--- src/sv/ftlb_pkg.sv ---
package ftlb_pkg;

   localparam int CMD_W    = 2;
   localparam int PAGE_W   = 20;
   localparam int VICTIM_W = 6;

   localparam logic [CMD_W-1:0] CMD_LOOKUP = 2'd0;
   localparam logic [CMD_W-1:0] CMD_FILL   = 2'd1;
   localparam logic [CMD_W-1:0] CMD_FLUSH  = 2'd2;

   // One request walking down the row of entry cells
   typedef struct packed {
      logic                live;
      logic [CMD_W-1:0]    cmd;
      logic [PAGE_W-1:0]   vpage;
      logic [PAGE_W-1:0]   frame;
      logic [VICTIM_W-1:0] victim;
      logic                hit;
      logic [PAGE_W-1:0]   frame_acc;
      logic                placed;
   } token_type;

   // Replacement write broadcast to every cell at the end of a fill walk
   typedef struct packed {
      logic                en;
      logic [VICTIM_W-1:0] victim;
      logic [PAGE_W-1:0]   vpage;
      logic [PAGE_W-1:0]   frame;
   } victim_wr_type;

endpackage

--- src/sv/ftlb_cell.sv ---
module ftlb_cell
   import ftlb_pkg::*;
#(
   parameter int IDX_W      = 6,
   parameter int CELL_INDEX = 0
) (
   input  logic          clock,
   input  logic          reset,
   input  token_type     tok_in,
   input  victim_wr_type vwr,
   output token_type     tok_out
);

   localparam int WIDE_W = (IDX_W > VICTIM_W) ? IDX_W : VICTIM_W;

   logic              valid_ff, valid_in;
   logic [PAGE_W-1:0] tag_ff;
   logic [PAGE_W-1:0] frame_ff;
   token_type         tok_ff, tok_in_nxt;
   logic              fill_here;
   logic              victim_here;
   logic [WIDE_W-1:0] victim_wide;
   logic [IDX_W-1:0]  victim_idx;

   assign victim_wide = WIDE_W'(vwr.victim);
   assign victim_idx  = victim_wide[IDX_W-1:0];
   assign victim_here = vwr.en && (victim_idx == IDX_W'(CELL_INDEX));
   assign fill_here   = tok_in.live && (tok_in.cmd == CMD_FILL)
                        && !tok_in.placed && !valid_ff;

   always_comb begin
      tok_in_nxt = tok_in;
      if (tok_in.live && (tok_in.cmd == CMD_LOOKUP) && !tok_in.hit
          && valid_ff && (tag_ff == tok_in.vpage)) begin
         tok_in_nxt.hit       = 1'b1;
         tok_in_nxt.frame_acc = frame_ff;
      end
      if (fill_here) begin
         tok_in_nxt.placed = 1'b1;
      end
   end

   always_comb begin
      valid_in = valid_ff;
      if (tok_in.live && (tok_in.cmd == CMD_FLUSH)) begin
         valid_in = 1'b0;
      end else if (fill_here || victim_here) begin
         valid_in = 1'b1;
      end
   end

   always_ff @(posedge clock) begin
      if (reset) begin
         valid_ff <= 1'b0;
      end else begin
         valid_ff <= valid_in;
      end
   end

   always_ff @(posedge clock) begin
      if (fill_here) begin
         tag_ff   <= tok_in.vpage;
         frame_ff <= tok_in.frame;
      end else if (victim_here) begin
         tag_ff   <= vwr.vpage;
         frame_ff <= vwr.frame;
      end
   end

   // advance the beat one cell per cycle
   always_ff @(posedge clock) begin
      if (reset) begin
         tok_ff <= '0;
      end else begin
         tok_ff <= tok_in_nxt;
      end
   end

   assign tok_out = tok_ff;

endmodule

--- config.mk ---
export PLATFORM = sky130hd
export DESIGN_NAME = ftlb_cell
export DESIGN_NICKNAME = d
export VERILOG_FILES = /design/src/sv/ftlb_pkg.sv /design/src/sv/ftlb_cell.sv
export SDC_FILE = /design/constraint.sdc
export NUM_CORES = 1
export LEC_CHECK = 0
export BUFFER_PORTS_ARGS = -buffer_cell sky130_fd_sc_hd__clkbuf_2
export CAP_MARGIN = 20
export CORE_ASPECT_RATIO = 0.7
export CORE_MARGIN = 1.5
export CORE_UTILIZATION = 42
export CTS_BUF_LIST = sky130_fd_sc_hd__clkbuf_16
export DETAILED_ROUTE_END_ITERATION = 16
export PLACE_DENSITY = 0.76
export SLEW_MARGIN = 20
export SYNTH_ARGS = -nofsm -noshare
export SYNTH_HDL_FRONTEND = slang
export SYNTH_SLANG_ARGS = --single-unit
--- constraint.sdc ---
create_clock -name clock -period 3.95 [get_ports clock]
set_input_delay 0.5925 -clock clock [delete_from_list [all_inputs] [get_ports clock]]
set_output_delay 0.5925 -clock clock [all_outputs]
set_load 0.1 [all_outputs]
==> out/results.txt <==
Die area: 10430 µm²
Clock root cell: clkbuf_16
H-tree levels: 3
First-pass GRT wire length: 14770 µm
Synth Area in Compound Gates: 5.702%
Pleak: 2.369 nW
Switching Fraction: 30.57%
Net switching power: 0.7884 mW
I/O pins: 191
Async SR Flop Fraction: 0%
ANT cells: 0
CTS Buf Count: 9
Tot GR Track Use: 18.77%
CTS tree: done
Mux share of post-synthesis cell area: 10.92%
Worst Path Max Fanout: 20
Cell Rows: 30
Gates resized, CTS repair: 0
Die width: 121.5 µm
Max cap viols: 0
Die H: 85.92 µm
Layout fillers: 855
WS Path Type: reg -> reg
Critical path origin: tag_ff[6]$_DFFE_PP_
Worst-path clk slew: 70 ps
Iter 0 DRT Violations: 154
RSZ-0062 raised after global routing: false
Setup Buffers After CTS: 0
Hold Vio Cnt, Final: 0
CTS Hold Bufs: 0
Crit path DAT: 2290 ps
Fin. max-slew vios: 0
Total core area: 9609 µm²
Sequential Power Share: 48.8%
Reg2reg path depth: 5
R2R Setup Slk: 1850 ps
Main combinational cell family by area after synthesis: simple AND/OR/NAND/NOR gates
Vias: 3088
Syn nets: 444
Syn. warnings: 0
Clock skew: 5.690 ps
Class of the worst hold path: in -> reg
Post-route clock period utilization: 53.08%
Share of cells above drive strength 1: 49.61%
Pint: 1.791 mW
Yosys reg bits: 112
Critical Path RT: 4140 ps
Number of global-route vias before repair: 3125
Total power density per cell area: 469.9 nW/µm²
Clock power frac: 32.2%
Largest net degree at the start of global routing: 42
Post-Synth Adder-Cell Area: 0%
Worst hold slack: 459.4 ps
DP Area: 5202 µm²
Initial antenna violation count: 0
CP endpoint: tok_out[7]$_SDFF_PP0_
Drt total wl: 9577 µm
Fmax: 0.4769 GHz
Setup_tns: 0 ps
# port buffers: 190
Skew-Pair Late Insertion Delay: 340 ps
CP startpoint kind: register
Status: complete, no violations
Tmin final: 2097 ps
Peak VDD IR: 319.2 µV
Final RePlAce weighted congestion: 0.7699
Combinational Power Share: 19.0%
Sequential-to-total area share from yosys stat: 64.06%
Reg-to-Reg Start: tag_ff[6]$_DFFE_PP_
CTS Sinks: 112
Critical Path Sink Type: register
Synth Area in XOR/XNOR: 4.246%
GRT Residual Overflow: 0
Mean post-synth cell area: 12.73 µm²
EDFF count, synth: 40
Layout Area Growth over Synthesis: 33.06%
# nets final: 631
Post-synth cell types: 23
Half-perimeter wire length after placement: 7060 µm
Final setup violation count: 0
Max clock buf depth: 2
DR WL/cell: 14.87 µm
Slew margin rel.: 49.47%
DR DRC count: 0
Drt pass-1 iters: 4
Via density: 4.795
Worst-Margin Slew: 758.0 ps
Routed Antenna Nets: 0
Synth Instances: 324
Post-synthesis simple-gate area fraction: 12.41%
Syn Std Cell Area: 4125 µm²
Starting Density: 42.93%
Critical R2R Capture: tok_out[7]$_SDFF_PP0_
Top FF cell, synth: dfxtp_1
Finished Cell Area: 5489 µm²
-- final cells by class --
| class | count | area, µm² | share of cell area, % |
|---|---|---|---|
| Inverter | 2 | 7.507 | 0.1368 |
| Sequential cell | 112 | 2643 | 48.14 |
| Clock buffer | 9 | 225.2 | 4.103 |
| Multi-Input combinational cell | 190 | 1404 | 25.58 |
| Clock inverter | 7 | 47.55 | 0.8662 |
| Tap cell | 128 | 160.2 | 2.918 |
| Timing Repair Buffer | 196 | 1002 | 18.26 |
-- synthesized netlist by cell type, types with 2 or more instances --
master    instances  area [µm²]
a21oi_1          22       110.1
buf_2            10       50.05
buf_6             2       22.52
clkbuf_1          8       30.03
dfxtp_1          72        1441
edfxtp_1         40        1201
inv_1             2       7.510
mux2_2           40       450.4
nand3_1          22       110.1
nand4_1           4       25.02
nor2_1            5       18.77
nor2b_1          49       306.5
o21ai_1          20       100.1
xnor2_1          18       157.7
xor2_1            2       17.52
-- cell usage in the layout, fill, tap and decap left out, drive strengths merged --
| cell | n |
|---|---|
| o21ai | 20 |
| mux2 | 40 |
| clkinv | 5 |
| nand2 | 1 |
| nand4 | 4 |
| nor2b | 49 |
| nand3 | 22 |
| xnor2 | 18 |
| clkbuf | 200 |
| or4 | 2 |
| clkinvlp | 1 |
| dfxtp | 72 |
| xor2 | 2 |
| or4b | 1 |
| edfxtp | 40 |
| nor4 | 2 |
| a21oi | 22 |
| o41ai | 1 |
| a311oi | 1 |
| buf | 5 |
| inv | 3 |
| nor2 | 5 |
-- worst min path at each step --
| stage | slack [ps] | from | cells past startpoint | endpoint |
|---|---|---|---|---|
| final | 460 | tok_in[23] | 2 | tok_out[23]$_SDFF_PP0_ |
| after global routing | 460 | tok_in[24] | 2 | tok_out[24]$_SDFF_PP0_ |
| after CTS | 450 | tok_in[24] | 2 | tok_out[24]$_SDFF_PP0_ |
| after detailed placement | 510 | valid_ff$_SDFFE_PP0P_ | 2 | valid_ff$_SDFFE_PP0P_ |
| after global placement | 490 | valid_ff$_SDFFE_PP0P_ | 2 | valid_ff$_SDFFE_PP0P_ |
| after floorplan | 480 | valid_ff$_SDFFE_PP0P_ | 2 | valid_ff$_SDFFE_PP0P_ |
-- registers in the layout, indices dropped and copies added (netlist names) --
name	count
valid_ff	1
tok_out	71
tag_ff	20
frame_ff	20
-- logic make-up (layout without fill, tap and decap cells) --
| family | Yosys count | after routing |
|---|---|---|
| buf+inv | 22 | 214 |
| simple gates | 86 | 86 |
| compound gates | 44 | 44 |
| xor+xnor | 20 | 20 |
| flops | 112 | 112 |
| mux | 40 | 40 |
-- power groups by stage --
| stage | Combinational, mW | Clock, mW | Sequential [mW] |
|---|---|---|---|
| finish | 0.491 | 0.831 | 1.26 |
| global route | 0.514 | 0.905 | 1.26 |
| CTS | 0.495 | 0.856 | 1.26 |
| detailed placement | 0.494 | 0 | 1.28 |
| global placement | 0.488 | 0 | 1.28 |
| floorplan | 0.0851 | 0 | 1.57 |
-- metal layers --
metal | GRT usage (%) | vias to the layer above | wire length [µm]
met5 | 0 | - | 0
met4 | 5.134 | 0 | 99
met3 | 6.449 | 6 | 792
met2 | 32.31 | 135 | 4511
met1 | 22.54 | 1438 | 4173
li1 | - | 1509 | -
-- per-stage QoR --
| stage | std cells | power [mW] | utilization (%) | setup WS [ps] |
|---|---|---|---|---|
| after global routing | 644 | 2.680 | 57.12 | 1689 |
| after floorplan | 324 | 1.650 | - | 49.17 |
| after detailed placement | 627 | 1.778 | 54.14 | 1368 |
| final | 644 | 2.579 | 57.12 | 1853 |
| after global placement | 627 | 1.771 | 54.14 | 1484 |
| after CTS | 643 | 2.609 | 56.98 | 1639 |
-- critical path, stage by stage (launching register included) --
cell and delay, ps:
edfxtp_1 380, xnor2_1 170, nand2_1 130, or4_1 910
o21ai_1 270, a21oi_1 80
Power figures use the tool's default switching activity.
